[config.mk]
export PLATFORM = sky130hd
export DESIGN_NAME = cbs_lerp
export DESIGN_NICKNAME = d
export VERILOG_FILES = /design/src/hw/rtl/cbs_lerp.sv
export SDC_FILE = /design/constraint.sdc
export NUM_CORES = 1
export LEC_CHECK = 0
export BUFFER_PORTS_ARGS = -buffer_cell sky130_fd_sc_hd__clkbuf_2
export CORE_MARGIN = 2
export CORE_UTILIZATION = 65
export DETAILED_ROUTE_END_ITERATION = 8
export GPL_TIMING_DRIVEN = 1
export PLACE_DENSITY = 0.84
export SLEW_MARGIN = 20
export SYNTH_ARGS = -nofsm -noshare
export SYNTH_HDL_FRONTEND = slang
export SYNTH_SLANG_ARGS = --single-unit
[constraint.sdc]
create_clock -name clk -period 18.1 [get_ports clk]
set_input_delay 1.81 -clock clk [delete_from_list [all_inputs] [get_ports clk]]
set_output_delay 1.81 -clock clk [all_outputs]
set_load 0.02 [all_outputs]
[src/hw/rtl/cbs_lerp.sv]
// Two-stage linear interpolation a + floor((b - a) * t / 2^T_FRAC_BITS).
// Stage one subtracts and multiplies, stage two shifts and adds.
`timescale 1ns / 1ps

module cbs_lerp #(
  parameter int VAL_WIDTH   = 30,
  parameter int T_FRAC_BITS = 16
) (
  input  logic                        clk,
  input  logic                        en_mul,
  input  logic                        en_add,
  input  logic signed [VAL_WIDTH-1:0] a,
  input  logic signed [VAL_WIDTH-1:0] b,
  input  logic        [T_FRAC_BITS:0] t,
  output logic signed [VAL_WIDTH-1:0] y
);
  localparam int DIFF_WIDTH = VAL_WIDTH + 1;
  localparam int PROD_WIDTH = DIFF_WIDTH + T_FRAC_BITS + 2;

  logic signed [DIFF_WIDTH-1:0] diff;
  logic signed [T_FRAC_BITS+1:0] t_s;
  logic signed [PROD_WIDTH-1:0] prod_nxt;
  logic signed [PROD_WIDTH-1:0] prod_r;
  logic signed [VAL_WIDTH-1:0]  a_r;
  logic signed [VAL_WIDTH-1:0]  y_r;

  assign diff     = DIFF_WIDTH'(b) - DIFF_WIDTH'(a);
  assign t_s      = $signed({1'b0, t});
  assign prod_nxt = PROD_WIDTH'(diff) * PROD_WIDTH'(t_s);

  always_ff @(posedge clk) begin
    if (en_mul) begin
      a_r    <= a;
      prod_r <= prod_nxt;
    end
  end

  // Taking the bits above the fraction is the arithmetic shift, i.e. floor.
  always_ff @(posedge clk) begin
    if (en_add) begin
      y_r <= a_r + $signed(prod_r[T_FRAC_BITS +: VAL_WIDTH]);
    end
  end

  assign y = y_r;

endmodule

* Word level (Yosys, flattened, before mapping)
Cells that the tools add are included.
** Operators by class
- $add $sub $neg :: 2
- $mul :: 1
- Divide/modulo/power cells :: 0
- Order comparisons :: 0
- Equality and inequality tests :: 0
- Shift operators :: 0
- Mux-type cells :: 0
- Bitwise logic cells :: 0
- Reduce and logical (&&, ||, !) cells :: 0
** Operators by type and width (count)
- 31-bit by 18-bit multiplier with 46-bit output :: 1
- 30-bit by 30-bit subtractor with 31-bit output :: 1
- 30-bit adder :: 1
** Storage, ports and cells
- Bits in registers :: 106
- Latch bits :: 0
- Memory bits (writable) :: 0
- ROM bits :: 0
- Bits of input ports :: 80
- Output and inout bits :: 30
- Word-level logic and storage cells :: 6
- Memories :: 0

* Depth between registers and ports, before layout
- Word-level depth :: 2
- Mapped depth :: 38
- Depth with buffers taken out :: 37

* Least setup slack after synthesis
No wires, ideal clock.
- Path type :: input port to flip-flop
- From :: input b[0]
- To :: register prod_r[45] (data pin)
- Library setup time :: 264 ps
- Arrival time :: 9605 ps
- Required time :: 17836 ps
- Setup slack :: 8231 ps
- Stages :: 36
- Buffers on the path :: 1
- Path through :: inv_1 > ha_1 > inv_1 > fa_1 > a211oi_1 > o21bai_1 > a21o_1 > a21o_1 > a31o_4 > a21o_1 > a21oi_2 > nand3b_1 > nand3_1 > buf_2 > and2_1 > fa_1 > inv_1 > fa_1 > fa_1 > inv_1 > fa_1 > fa_1 > inv_1 > fa_1 > inv_1 > ha_1 > nor3_1 > nor4b_1 > a21o_1 > a311o_1 > o211ai_2 > nand2_2 > a31o_4 > a21o_4 > o31ai_4 > xor2_1
** On the way
- Longest elaborated chain between the ends :: 2
** RTL lines
- from (decl) :: line 13 : input logic signed [VAL_WIDTH-1:0] b,
- 30-bit by 30-bit subtractor with 31-bit output :: line 27 : assign diff = DIFF_WIDTH'(b) - DIFF_WIDTH'(a);
- 31-bit by 18-bit multiplier with 46-bit output :: line 29 : assign prod_nxt = PROD_WIDTH'(diff) * PROD_WIDTH'(t_s);
- via prod_nxt[45] :: line 22 : logic signed [PROD_WIDTH-1:0] prod_nxt;
- to (signal assigned) :: line 34 : prod_r <= prod_nxt;
- to (decl) :: line 23 : logic signed [PROD_WIDTH-1:0] prod_r;
The timed path passes the listed nets, and every way through them passes these cells.
A chain may end at the register's enable or synchronous reset.

* Final worst setup path
Ends and elaborated chain as after synthesis.

==> run_results.csv <==
group,metric,value,unit
synthesis,synth_seq_area_share,11.7,%
drt,vias_per_cell,5.78,
floorplan,ios,110,
sta,skew,8.26,ps
clock_tree,clock_latency,360,ps
clock_tree,cts.path.max_buffers,2,
floorplan,core_area,0.0353,mm²
floorplan,die_area,0.0370,mm²
clock_tree,post_cts_buffers,0,
sta,setup_viol_count_final,0,
placement,gp_congestion,0.960,
synthesis,synth_enable_flop_cells,90,
clock_tree,root_buffer,"clkbuf_16",
critical_path,critical_path_class,"input pin to register",
sta,slew_violations,0,
drt,drtIter0Drc,1484,
final_layout,fin_area,0.0244,mm²
synthesis,synth-seq-cells,90,
clock_tree,h-tree-depth,3,
critical_path,worst_path_largest_cell_delay,670,ps
sta,slew_headroom,23.6,%
synthesis,yosysTopAreaCell,"fa_1",
final_layout,finalNetCount,3239,
critical_path,cp-start-kind,"input pin",
sta,hold_violations,0,
placement,placed_area,0.0241,mm²
clock_tree,ctsHoldBuffers,0,
critical_path,crit_top_cell,"fa_1",
worst_hold_path,hp-class,"register to register",
clock_tree,numCtsBuffers,9,
drt,post-route-drc-count,0,
critical_path,cp_top_family,"adder cells",
synthesis,synth_most_common_cell,"inv_1",
critical_path,slowest_stage,"nand3_1",
drt,wl_per_cell,19.4,µm
global_route,grt_max_degree,61,
global_route,grt_pass1_wl,94.9,mm
clock_tree,ctsResizeCount,0,
sta,finalSetupTns,0,ps
floorplan,initial_core_util,65.4,%
synthesis,yosysTopAreaCellShare,42.2,%
sta,rsz0062_at_grt,"no",
global_route,grt.total_usage,33.4,%
critical_path,cp_num_buf_inv,7,
drt,routed_wl,57.6,mm
critical_path,cp.required,18210,ps
synthesis,netlist_area,0.0231,mm²
critical_path,crit_path_end_kind,"register",
critical_path,critPathArrivalTime,11110,ps
synthesis,ys_warn_count,0,
global_route,grt_pass1_vias,19100,
synthesis,netlist_top_cells_count,"621 x inv_1, 486 x fa_1, 293 x nand2_1",
drt,via_count,17200,
sta,tightest_slew,1140,ps
floorplan,fp.dieW,192,µm
placement,dp_hpwl,43.9,mm
synthesis,synthCells,2453,
flow_run,maxCapViolations,0,
floorplan,core.rowCount,69,
clock_tree,clkSinkCount,90,
sta,layout_min_cycle_time,11000,ps
floorplan,die_y,192,µm
sta,fmax,0.0909,GHz
sta,min_period_over_period,60.8,%
final_layout,drive_above_1_share,7.24,%
drt,drt-pass1-iter-count,6,
final_layout,syn_to_final_growth,5.67,%
synthesis,syn_area_per_cell,9.41,µm²
placement,port_buffers,109,
synthesis,synth_ff_type,"edfxtp_1",
synthesis,yosysUniqueCellTypes,72,
synthesis,synthesis.nets,3184,
global_route,grt_overflow,0,
status,status,"finished, final reports clean",
clock_tree,cts.clk_slew.worst_paths,70,ps
synthesis,async_flop_share,0,%
clock_tree,tritoncts,"yes",
synthesis,synth_area_leaders,"fa_1 42%, edfxtp_1 12%, inv_1 10%, ha_1 8.9%, and2_1 6.2%",
critical_path,worstPathMaxFanout,17,
global_route,antenna_found_initial,1,
drt,ant_nets,0,
==> worst paths after layout <==
check                    endpoint  slack, ps                  from  depth (start not counted)
max          prod_r[45]$_DFFE_PP_       7100                  b[0]                         36
min                y[0]$_DFFE_PP_        550      a_r[0]$_DFFE_PP_                          1
max reg2reg       y[28]$_DFFE_PP_      14780  prod_r[16]$_DFFE_PP_                         13
min reg2reg        y[0]$_DFFE_PP_        550      a_r[0]$_DFFE_PP_                          1
==> state kept, by name, summed over array words and instances (netlist names) <==
register	cells
a_r	30
prod_r	30
y	30
==> layer usage <==
metal | GRT usage [%] | share of wire [%] | up-vias
met1 | 43.2 | 39 | 8604
met3 | 6.93 | 10 | 212
met5 | 0 | 0.028 | -
met2 | 55.1 | 47 | 949
met4 | 13.9 | 4.0 | 2
li1 | - | - | 7417
==> stage by stage <==
step,hold slack (ps),instances,setup WS [ps],util [%]
after global placement,533,2958,7130,68.3
after floorplan,513,2453,8230,-
after detailed placement,546,2958,6810,68.3
final,553,2975,7100,69.1
after CTS,556,2974,7170,69.1
after global routing,578,2974,6620,69.1
==> cell families (layout without fill, tap and decap cells) <==
group / after synthesis / after routing / synth area share, %
AO/OA/AOI/OAI: 219 / 219 / 6.47
XOR/XNOR: 97 / 97 / 3.81
adder cells (fa/ha/maj): 651 / 651 / 51.1
buffers and inverters: 708 / 768 / 11.6
flip-flops: 90 / 90 / 11.7
multiplexers: 17 / 17 / 0.764
other: 0 / 1 / 0
AND/OR/NAND/NOR: 671 / 671 / 14.6
==> placed cells by master, fill, tap and decap left out, types with 31 or more instances in the layout <==
cell,netlist,final
and2_1,230,230
nor2_1,38,38
fa_1,486,486
a21oi_1,63,63
edfxtp_1,90,90
ha_1,165,164
clkbuf_2,0,109
a21o_1,38,38
nand2_1,293,293
o21ai_0,31,31
xnor2_1,71,62
inv_1,621,621
==> area by class of cell <==
type | instances | area, µm²
Timing Repair Buffer | 131 | 711
Tap cell | 461 | 577
Multi-Input combinational cell | 1655 | 17800
Sequential cell | 90 | 2700
Clock inverter | 3 | 16.3
Fill cell | 2589 | 10900
Antenna cell | 1 | 2.50
Inverter | 621 | 2330
Clock buffer | 13 | 240
Power is not shown: default switching activity piles up to over one toggle a cycle in this logic, so the estimate is an artifact.
