### src/hw/rtl/cbs_pkg.sv
// Shared types and constants for the cubic Bezier split pipeline.
// No dependencies; cbs_pipe_ctrl and cubic_bezier_split_unit import this package.
`timescale 1ns / 1ps

package cbs_pkg;

  // Two register stages per de Casteljau level, three levels.
  localparam int NUM_STAGES = 6;

  // Stage indexes: the multiply and add stage of each level.
  localparam int ST_L1_MUL = 0;
  localparam int ST_L1_ADD = 1;
  localparam int ST_L2_MUL = 2;
  localparam int ST_L2_ADD = 3;
  localparam int ST_L3_MUL = 4;
  localparam int ST_L3_ADD = 5;

  // Guard bits on the coordinate width: with t below 2.0 each level can grow
  // the magnitude by up to three times, so three levels need five bits, plus
  // one for the floor of the shift.
  localparam int GUARD_BITS = 6;

  typedef struct packed {
    logic [NUM_STAGES-1:0] en;
    logic [NUM_STAGES-1:0] vld;
  } pipe_ctrl_t;

endpackage

### src/hw/rtl/cbs_pipe_ctrl.sv
// Valid and stage-enable chain of the split pipeline.
// Depends on cbs_pkg for the stage count and the control struct.
`timescale 1ns / 1ps

module cbs_pipe_ctrl (
  input  logic               clk,
  input  logic               rst_n,
  input  logic               in_valid,
  input  logic               out_ready,
  output logic               in_ready,
  output cbs_pkg::pipe_ctrl_t ctrl
);
  import cbs_pkg::*;

  logic [NUM_STAGES-1:0] vld_r;
  logic [NUM_STAGES-1:0] vld_nxt;
  logic [NUM_STAGES-1:0] en;

  // A stage loads when it is empty or its contents move on, so bubbles
  // collapse and a stall holds each occupied stage that has no empty stage ahead.
  always_comb begin
    en[NUM_STAGES-1] = !vld_r[NUM_STAGES-1] || out_ready;
    for (int i = NUM_STAGES - 2; i >= 0; i--) begin
      en[i] = !vld_r[i] || en[i+1];
    end
  end

  always_comb begin
    vld_nxt[0] = en[0] ? in_valid : vld_r[0];
    for (int i = 1; i < NUM_STAGES; i++) begin
      vld_nxt[i] = en[i] ? vld_r[i-1] : vld_r[i];
    end
  end

  always_ff @(posedge clk) begin
    if (!rst_n) begin
      vld_r <= '0;
    end else begin
      vld_r <= vld_nxt;
    end
  end

  assign in_ready = en[0];
  assign ctrl.en  = en;
  assign ctrl.vld = vld_r;

endmodule

### config.mk
export PLATFORM = sky130hd
export DESIGN_NAME = cbs_pipe_ctrl
export DESIGN_NICKNAME = d
export VERILOG_FILES = /design/src/hw/rtl/cbs_pkg.sv /design/src/hw/rtl/cbs_pipe_ctrl.sv
export SDC_FILE = /design/constraint.sdc
export NUM_CORES = 1
export LEC_CHECK = 0
export BUFFER_PORTS_ARGS = -buffer_cell sky130_fd_sc_hd__buf_2
export CORE_AREA = 2 2 39 41
export CTS_BUF_LIST = sky130_fd_sc_hd__clkbuf_8
export DETAILED_ROUTE_END_ITERATION = 8
export DIE_AREA = 0 0 41 43
export PLACE_DENSITY = 0.54
export SETUP_SLACK_MARGIN = 0.05
export SLEW_MARGIN = 40
export SYNTH_ARGS = -nofsm -noshare
export SYNTH_HDL_FRONTEND = slang
export SYNTH_SLANG_ARGS = --single-unit
### constraint.sdc
create_clock -name clk -period 1.1 [get_ports clk]
set_clock_uncertainty 0.15 [all_clocks]
set_input_delay 0.11 -clock clk [delete_from_list [all_inputs] [get_ports clk]]
set_output_delay 0.11 -clock clk [all_outputs]
set_load 0.05 [all_outputs]
-- After elaboration in Yosys (flattened, before gate mapping)
Index checks and enable logic that the tools add are counted.
- register bits: 6
- output and inout bits: 13
- logic and storage cells: 18
- reductions and logical operators: 12
- operator list (cell ; number):
    $logic_not A1 Y1 ; 6
    $logic_or A1 B1 Y1 ; 6

-- Logic depth before layout (Yosys ltp)
Gate-level depths: netlist (run 1).
- depth in word-level cells: 7
- depth in mapped cells: 5
- mapped depth without buffers: 4

-- Least setup slack after synthesis (run 1)
OpenSTA, ideal clock, no wires.
- path type: reg-to-output
- start: register vld_r[4]
- end: output ctrl[6] in the netlist's numbering
- buffers on the path: 1
- path slack: -1.033 ns
- arrival: 1.873 ns
- stages on the path, launching flop included: 6
- data required time: 0.840 ns
- cells stage by stage: dfxtp_1 and4b_1 inv_1 nor2_1 inv_1 buf_4
- RTL lines (element ; RTL line ; source):
    start, declared ; cbs_pipe_ctrl.sv:15 ; logic [NUM_STAGES-1:0] vld_r;
    start signal, assigned ; cbs_pipe_ctrl.sv:39 ; vld_r <= vld_nxt;
    end, declared ; cbs_pipe_ctrl.sv:11 ; output cbs_pkg::pipe_ctrl_t ctrl

==> results.json, run 1 <==
{
  "status": "finished with violations",
  "failed_checks": "setup timing",
  "avgSynthCellArea_um2": 8.94,
  "synth_top_area_share": 0.497,
  "p_leak_nw": 0.337,
  "finalHoldViolations": 0,
  "synth-edff-count": 0,
  "cts_buffers": 3,
  "vias": 321,
  "drc": 0,
  "gp_congestion": 0.644,
  "top_regs": "vld_r: 6 flops",
  "antenna_found_initial": 0,
  "clock_latency_ns": 0.22,
  "worstMarginPinSlew_ns": 0.252,
  "start_kind": "flop",
  "nNetsFinal": 70,
  "end_kind": "primary output",
  "multi_input_area_um2": 143,
  "grt_max_degree": 8,
  "start_util": 0.175,
  "dp_hpwl_um": 519,
  "seq_area_frac_synth": 0.497,
  "placementRows": 14,
  "synthFlopType": "dfxtp_1",
  "antenna_cells": 0,
  "largest_reg_flops": 6,
  "n_fill_cell": 117,
  "critical_path.startpoint": "vld_r[3]",
  "rr_endpoint": "vld_r[0]",
  "yosysUniqueCellTypes": 13,
  "synthTopCellsByArea": "dfxtp_1, o21a_1, nand2_1, nor2b_1, inv_1",
  "async_reset_ff_frac": 0,
  "r2r_start": "vld_r[4]",
  "met2WireLength_um": 481,
  "cts.sinks": 6,
  "worstPathRequired_ns": 0.84,
  "netlist_area_um2": 241,
  "root_buffer": "clkbuf_8",
  "path_class": "reg2out",
  "drt-initial-drc-count": 2,
  "viasPerCell": 3.96,
  "overflow": 0,
  "p_int_uw": 505,
  "yosysWarnings": 0,
  "routed_wl_um": 922,
  "p_seq_frac": 0.343,
  "max_clock_freq_mhz": 648,
  "period_needed_ns": 1.54,
  "largest_register": "vld_r",
  "area_growth_pct": 203,
  "setup_tns_ns": -3.31,
  "switching_share": 0.223,
  "top_layer": "met4",
  "synth_most_common_cell": "dfxtp_1",
  "pwr-share-clk": 0.518,
  "yosys-top-cells-count": "dfxtp_1, nand2_1, o21a_1, inv_1, nor2b_1",
  "wl_per_cell_um": 11.4,
  "die_w_um": 41,
  "setup_viol": 14,
  "pin_count": 17,
  "hold_path_class": "in2reg",
  "fin_cells": 81,
  "drive_above_1_share": 0.846,
  "placeableCoreArea_um2": 1380,
  "ys_seq_elements": 6,
  "clk_pin_slew_worst_paths_ns": 0.04,
  "p_per_area_nw_per_um2": 889,
  "drv_slew": 0,
  "met1_length_um": 381,
  "die_area_um2": 1760,
  "synth_cells": 27,
  "cts_max_path_buffers": 2,
  "syn-num-nets": 31,
  "grt_pass1_wl_um": 1430,
  "rr_worst_depth": 6,
  "port_buffers": 16,
  "cts_tree": "built",
  "p_switching_uw": 145,
  "relSlewSlack": 0.833,
  "cp_max_fo": 3,
  "cp.arrival_ns": 1.28,
  "wl_met3_um": 19,
  "maxCapViolCount": 0,
  "grt.total_usage": 0.127,
  "stdcell_area_um2": 731,
  "yosysTopAreaCell": "dfxtp_1",
  "r2r_setup_slack_ns": -0.31,
  "layout_setup_ws_ns": -0.443,
  "dr.pass1.iters": 2,
  "combPwrFrac": 0.138,
  "grt_pass1_vias": 333,
  "regArea_um2": 135,
  "crit_end": "ctrl[6]",
  "dp_cells": 66,
  "ant_nets": 0,
  "timing.final.crit_share": 1.40,
  "irDropWorstVdd_v": 0.000578,
  "die_y_um": 43,
  "dpl_cell_area_um2": 450,
  "htree_num_levels": 1,
  "rsz0062_at_grt": "true",
  "dp_slack_ns": -0.270,
  "hold_slack_ns": 0.0249
}
layout make-up:
cell class,count,area share
tap,16,0.0274
inverter,4,0.0428
clock inverter,1,0.00514
timing repair buffer,35,0.488
sequential,6,0.185
multi-input combinational,16,0.195
clock buffer,3,0.0565
through the flow:
| step | util | total power, mW |
|---|---|---|
| 2_1_floorplan | - | 0.256 |
| 3_3_place_gp | 0.325 | 0.282 |
| 3_5_place_dp | 0.325 | 0.282 |
| 4_1_cts | 0.498 | 0.651 |
| 5_1_grt | 0.528 | 0.675 |
| 6_report | 0.528 | 0.650 |
power by group through the flow:
| stage | Clock [mW] | Combinational [mW] | Sequential [mW] |
|---|---|---|---|
| finish | 0.337 | 0.0899 | 0.223 |
| CTS | 0.346 | 0.0822 | 0.223 |
| global route | 0.357 | 0.0943 | 0.223 |
| global placement | 0 | 0.0576 | 0.225 |
| detailed placement | 0 | 0.0574 | 0.225 |
| floorplan | 0 | 0.00800 | 0.248 |
logic make-up after synthesis:
logic type             Yosys count  share of synthesized area
buffers and inverters            5                     0.0933
AOI/OAI and AO/OA                6                      0.181
and+or+nand+nor                 10                      0.228
DFF                              6                      0.497
worst max-delay path, stage by stage (launching register included):
cell and delay (ns):
dfxtp_4 0.34, and4b_2 0.28, clkinvlp_4 0.12, nor2_4 0.14
inv_6 0.04, buf_6 0.14
routing by layer:
metal  up-vias  global-route usage
met5         -                   0
met4         0               0.120
met3         5              0.0157
met2         8               0.188
met1       145               0.146
li1        163                   -
layout by cell type, fill, tap and decap left out, drive strengths merged:
cell type	instances
a21oi	1
clkbuf	3
buf	34
clkinvlp	1
dlygate4sd3	1
dfxtp	6
and2	1
nor2b	2
nand3	1
nand2	4
and4b	1
nor2	1
o21a	4
o21ai	1
inv	4
worst min-delay path by stage:
stage | start | cells past startpoint | slack [ns] | end
after global routing | rst_n | 2 | 0.04 | vld_r[0]
final | rst_n | 2 | 0.02 | vld_r[3]
after CTS | rst_n | 2 | 0.02 | vld_r[3]
after detailed placement | in_valid | 2 | 0.17 | vld_r[0]
after floorplan | in_valid | 1 | 0.07 | vld_r[0]
after global placement | in_valid | 2 | 0.16 | vld_r[0]
repair_timing:
item                       4_1_cts  5_1_grt
buffers inserted                 8        6
hold buffers                     1        0
pin swaps                        7        2
hold endpoints to repair         1        0
setup endpoints to repair       16       19
gates resized for setup         40        8
No activity file was read; power rests on OpenSTA's default activity.
==> run 2, diff against run 1 <==
--- a/config.mk
+++ b/config.mk
@@ -10,8 +10,8 @@
 export CTS_BUF_LIST = sky130_fd_sc_hd__clkbuf_8
 export DETAILED_ROUTE_END_ITERATION = 8
 export DIE_AREA = 0 0 41 43
+export MAX_ROUTING_LAYER = met4
 export PLACE_DENSITY = 0.54
-export SETUP_SLACK_MARGIN = 0.05
 export SLEW_MARGIN = 40
 export SYNTH_ARGS = -nofsm -noshare
 export SYNTH_HDL_FRONTEND = slang
==> run 2 against run 1 <==
Effect of this change:
- the flow still finishes with violations (setup timing)
- global-route usage is 2.6 points lower
- register-to-register slack better by 0.11 ns
- core utilization shrank 8.0 points
- critical path type unchanged
- critical endpoint is now ctrl[7]
- largest cell class unchanged
==> results.json, run 2 (synthesis gave the netlist of run 1 again) <==
{
  "rr_worst_depth": 5,
  "vias": 279,
  "pin_count": 17,
  "placeableCoreArea_um2": 1380,
  "final_util": 0.448,
  "p_leak_nw": 0.266,
  "placementRows": 14,
  "viasPerCell": 3.82,
  "grt_pass1_vias": 281,
  "layout_commonest_cell": "buf_6",
  "start_kind": "flop",
  "wl_per_cell_um": 9.12,
  "port_buffers": 16,
  "hold_path_class": "in2reg",
  "dp_hpwl_um": 497,
  "worstMarginPinSlew_ns": 0.247,
  "r2r_setup_slack_ns": -0.20,
  "worstPathRequired_ns": 0.84,
  "die_y_um": 43,
  "htree_num_levels": 1,
  "drt-initial-drc-count": 2,
  "irDropWorstVdd_v": 0.000542,
  "nNetsFinal": 62,
  "clock_latency_ns": 0.22,
  "rr_endpoint": "vld_r[1]",
  "gp_congestion": 0.655,
  "holdPathStages": 2,
  "largest_reg_flops": 6,
  "top_regs": "vld_r: 6 flops",
  "max_clock_freq_mhz": 655,
  "antenna_found_initial": 0,
  "dr.pass1.iters": 2,
  "cts_max_path_buffers": 2,
  "relSlewSlack": 0.836,
  "cts.sinks": 6,
  "status": "finished with violations",
  "overflow": 0,
  "timing.final.crit_share": 1.39,
  "failed_checks": "setup timing",
  "setup_viol": 10,
  "die_area_um2": 1760,
  "drc": 0,
  "grt_pass1_wl_um": 1080,
  "root_buffer": "clkbuf_8",
  "dp_cells": 66,
  "p_per_area_nw_per_um2": 1010,
  "final_cell_mix": "buf_6, buf_4, buf_2, o21a_1",
  "drv_slew": 0,
  "fin_cells": 73,
  "grt_max_degree": 8,
  "area_growth_pct": 157,
  "cts_tree": "built",
  "hold_start": "rst_n",
  "path_class": "reg2out",
  "period_needed_ns": 1.53,
  "cp.arrival_ns": 1.27,
  "antenna_cells": 0,
  "end_kind": "primary output",
  "routed_wl_um": 666,
  "total_power_uw": 624,
  "min_to": "vld_r[3]",
  "cp_max_fo": 3,
  "largest_register": "vld_r",
  "cts_buffers": 3,
  "ant_nets": 0,
  "start_util": 0.175,
  "clk_pin_slew_worst_paths_ns": 0.04,
  "rsz0062_at_grt": "true",
  "drive_above_1_share": 0.807,
  "grt.total_usage": 0.101,
  "r2r_start": "vld_r[5]",
  "die_w_um": 41,
  "finalHoldViolations": 0,
  "layout_setup_ws_ns": -0.427,
  "maxCapViolCount": 0
}
## run 2: changes by cell type in the layout (fill, tap and decap cells not counted)
cell and delta:
nand2_4 -1, nand2_2 +1, buf_8 -4, buf_4 -2, dfxtp_2 -1, buf_6 -3
dfxtp_1 +1, buf_2 +1
## run 2: how the worst max path moves through the flow
stage	endpoint	from	slack, ns	cells past startpoint
CTS	in_ready	vld_r[4]	-0.46	5
global placement	ctrl[7]	vld_r[5]	-0.27	4
detailed placement	ctrl[7]	vld_r[5]	-0.27	4
floorplan	ctrl[6]	vld_r[4]	-0.62	5
global route	in_ready	vld_r[5]	-0.48	5
finish	ctrl[7]	vld_r[5]	-0.43	4
## run 2: area by class of cell
class | count | area [um^2]
clock buffer | 3 | 41.3
clock inverter | 1 | 3.75
fill | 131 | 763
inverter | 4 | 31.3
multi-input combinational | 16 | 138
sequential | 6 | 134
tap | 16 | 20.0
timing repair buffer | 27 | 253
## run 2: through the flow
stage / TNS (ns) / area [um^2] / setup WS (ns) / hold WS, ns
2_1_floorplan: -2.64 / 305 / -0.621 / 0.0702
5_1_grt: -3.12 / 621 / -0.478 / 0.0410
3_3_place_gp: -1.59 / 450 / -0.266 / 0.161
6_report: -2.70 / 621 / -0.427 / 0.0221
4_1_cts: -2.80 / 609 / -0.455 / 0.0250
3_5_place_dp: -1.62 / 450 / -0.272 / 0.165
## run 2: what timing repair did
| action | CTS | global route |
|---|---|---|
| resized for setup | 27 | 5 |
| endpoints found under the setup margin | 15 | 13 |
| hold endpoints to repair | 1 | 0 |
| setup buffers | 3 | 1 |
| hold buffers | 1 | 0 |
| pin swaps | 5 | 3 |
## run 2: routing by layer
layer	routed length [um]	global-route usage	share of wire
met5	0	-	0
met3	24	0.0314	0.036
met1	268	0.117	0.40
met2	353	0.128	0.53
met4	19	0.100	0.029
## run 2: power breakdown
part           total, mW  leakage [nW]  switching (mW)  internal (mW)
Clock              0.328        0.0269          0.0892          0.239
Sequential         0.222        0.0522         0.00329          0.219
Combinational     0.0742         0.187          0.0394         0.0348
## run 2: critical path, cell delays in order (launching register included)
cell     delay [ns]
dfxtp_4        0.34
and4b_2        0.28
and2_4         0.23
nand2_8        0.05
buf_6          0.14
==> run 3, diff against run 2 <==
--- a/config.mk
+++ b/config.mk
@@ -8,10 +8,12 @@
 export BUFFER_PORTS_ARGS = -buffer_cell sky130_fd_sc_hd__buf_2
 export CORE_AREA = 2 2 39 41
 export CTS_BUF_LIST = sky130_fd_sc_hd__clkbuf_8
+export CTS_CLUSTER_DIAMETER = 50
 export DETAILED_ROUTE_END_ITERATION = 8
 export DIE_AREA = 0 0 41 43
 export MAX_ROUTING_LAYER = met4
 export PLACE_DENSITY = 0.54
+export SETUP_SLACK_MARGIN = 0.5
 export SLEW_MARGIN = 40
 export SYNTH_ARGS = -nofsm -noshare
 export SYNTH_HDL_FRONTEND = slang
==> constraint.sdc (replaced) <==
create_clock -name clk -period 1.3 [get_ports clk]
set_clock_uncertainty 0.15 [all_clocks]
set_input_delay 0.13 -clock clk [delete_from_list [all_inputs] [get_ports clk]]
set_output_delay 0.13 -clock clk [all_outputs]
set_load 0.05 [all_outputs]
==> run 3 against run 2 <==
Effect of this change:
- the run ends with hold timing, setup timing left
- global-route usage increased by 3.3 points
- worst setup slack improved by 0.16 ns
- via count increased by 12%
- clock power decreased by 9.8%
- critical path type unchanged
- critical endpoint unchanged
==> results.json, run 3 (synthesis gave the netlist of run 1 again) <==
{
  "rsz0062_at_grt": "true",
  "antenna_cells": 0,
  "largest_reg_flops": 6,
  "pin_count": 17,
  "vias": 313,
  "fin_cells": 80,
  "grt.total_usage": 0.134,
  "drt-initial-drc-count": 3,
  "drv_slew": 0,
  "worstPathRequired_ns": 1.02,
  "finalHoldViolations": 1,
  "grt_max_degree": 8,
  "setup_viol": 10,
  "placementRows": 14,
  "cp_max_fo": 3,
  "hold_path_class": "in2reg",
  "htree_num_levels": 1,
  "routed_wl_um": 962,
  "hold_slack_ns": -0.0212,
  "relSlewSlack": 0.836,
  "worstMarginPinSlew_ns": 0.248,
  "timing.final.crit_share": 1.21,
  "cts_tree": "built",
  "cts_max_path_buffers": 2,
  "final_util": 0.531,
  "drc": 0,
  "clk_pin_slew_worst_paths_ns": 0.04,
  "drive_above_1_share": 0.859,
  "placeableCoreArea_um2": 1380,
  "root_buffer": "clkbuf_8",
  "antenna_found_initial": 0,
  "cp.arrival_ns": 1.29,
  "port_buffers": 16,
  "maxCapViolCount": 0,
  "nNetsFinal": 69,
  "end_kind": "primary output",
  "cts.sinks": 6,
  "clock_latency_ns": 0.23,
  "dpl_cell_area_um2": 448,
  "start_util": 0.175,
  "cts_buffers": 3,
  "layout_setup_ws_ns": -0.268,
  "die_w_um": 41,
  "status": "finished with violations",
  "grt_pass1_vias": 316,
  "final_cell_mix": "buf_6, buf_8, buf_4, dfxtp_4",
  "p_per_area_nw_per_um2": 747,
  "area_growth_pct": 204,
  "failed_checks": "hold timing, setup timing",
  "irDropWorstVdd_v": 0.000419,
  "layout_commonest_cell": "buf_6",
  "ant_nets": 0,
  "gp_congestion": 0.637,
  "viasPerCell": 3.91,
  "max_clock_freq_mhz": 638,
  "largest_register": "vld_r",
  "wl_per_cell_um": 12.0,
  "start_kind": "flop",
  "period_needed_ns": 1.57,
  "p_leak_nw": 0.320,
  "overflow": 0,
  "dr.pass1.iters": 3,
  "n_fill_cell": 123,
  "stdcell_area_um2": 734,
  "die_y_um": 43,
  "path_class": "reg2out",
  "setup_tns_ns": -1.62,
  "grt_pass1_wl_um": 1390,
  "die_area_um2": 1760,
  "dp_cells": 64,
  "top_regs": "vld_r: 6 flops"
}
run 3: repair_timing:
| action | CTS | global route |
|---|---|---|
| hold endpoints to repair | 1 | 1 |
| setup endpoints to repair | 19 | 19 |
| buffers inserted | 7 | 5 |
| pin swaps | 6 | 7 |
| gates resized for setup | 37 | 8 |
run 3: cell type report:
class                   instances  area (um^2)  area share
clock buffers                   3         41.3      0.0562
clock inverters                 1         3.75     0.00511
well taps                      16         20.0      0.0273
multi-input cells              16          138       0.187
flip-flops and latches          6          140       0.191
inverters                       4         33.8      0.0460
repair buffers                 34          358       0.487
run 3: worst max-delay path: stages, from the launching register on:
cell	delay, ns
dfxtp_4	0.33
and4b_2	0.28
and2_4	0.24
nand2_8	0.06
buf_6	0.14
run 3: where the power goes:
part	internal [mW]	total, mW	switching, mW
Clock	0.204	0.296	0.0924
Sequential	0.182	0.187	0.00445
Combinational	0.0315	0.0660	0.0344
run 3: metrics by stage:
step	setup WS, ns	total power, mW	hold WS [ns]
6_report	-0.268	0.549	-0.0212
4_1_cts	-0.279	0.548	-0.0377
2_1_floorplan	-0.440	0.216	0.0902
3_3_place_gp	-0.0813	0.234	0.178
3_5_place_dp	-0.0853	0.234	0.194
5_1_grt	-0.296	0.559	-0.0117
run 3: worst paths after layout:
check | startpoint | end | slack, ns | cells past startpoint
worst max-delay path | vld_r[5] | ctrl[7] | -0.27 | 4
worst min-delay path | in_valid | vld_r[0] | -0.02 | 2
worst max register to register | vld_r[5] | vld_r[0] | -0.21 | 7
worst min register to register | vld_r[0] | vld_r[1] | 0.34 | 2
run 3: metal layers:
metal / track usage / vias up / part of all wire / wire length (um)
met4: 0.140 / 0 / 0.036 / 35
li1: - / 159 / - / -
met2: 0.191 / 7 / 0.55 / 525
met3: 0.0314 / 4 / 0.016 / 15
met5: - / - / 0 / 0
met1: 0.136 / 143 / 0.40 / 386
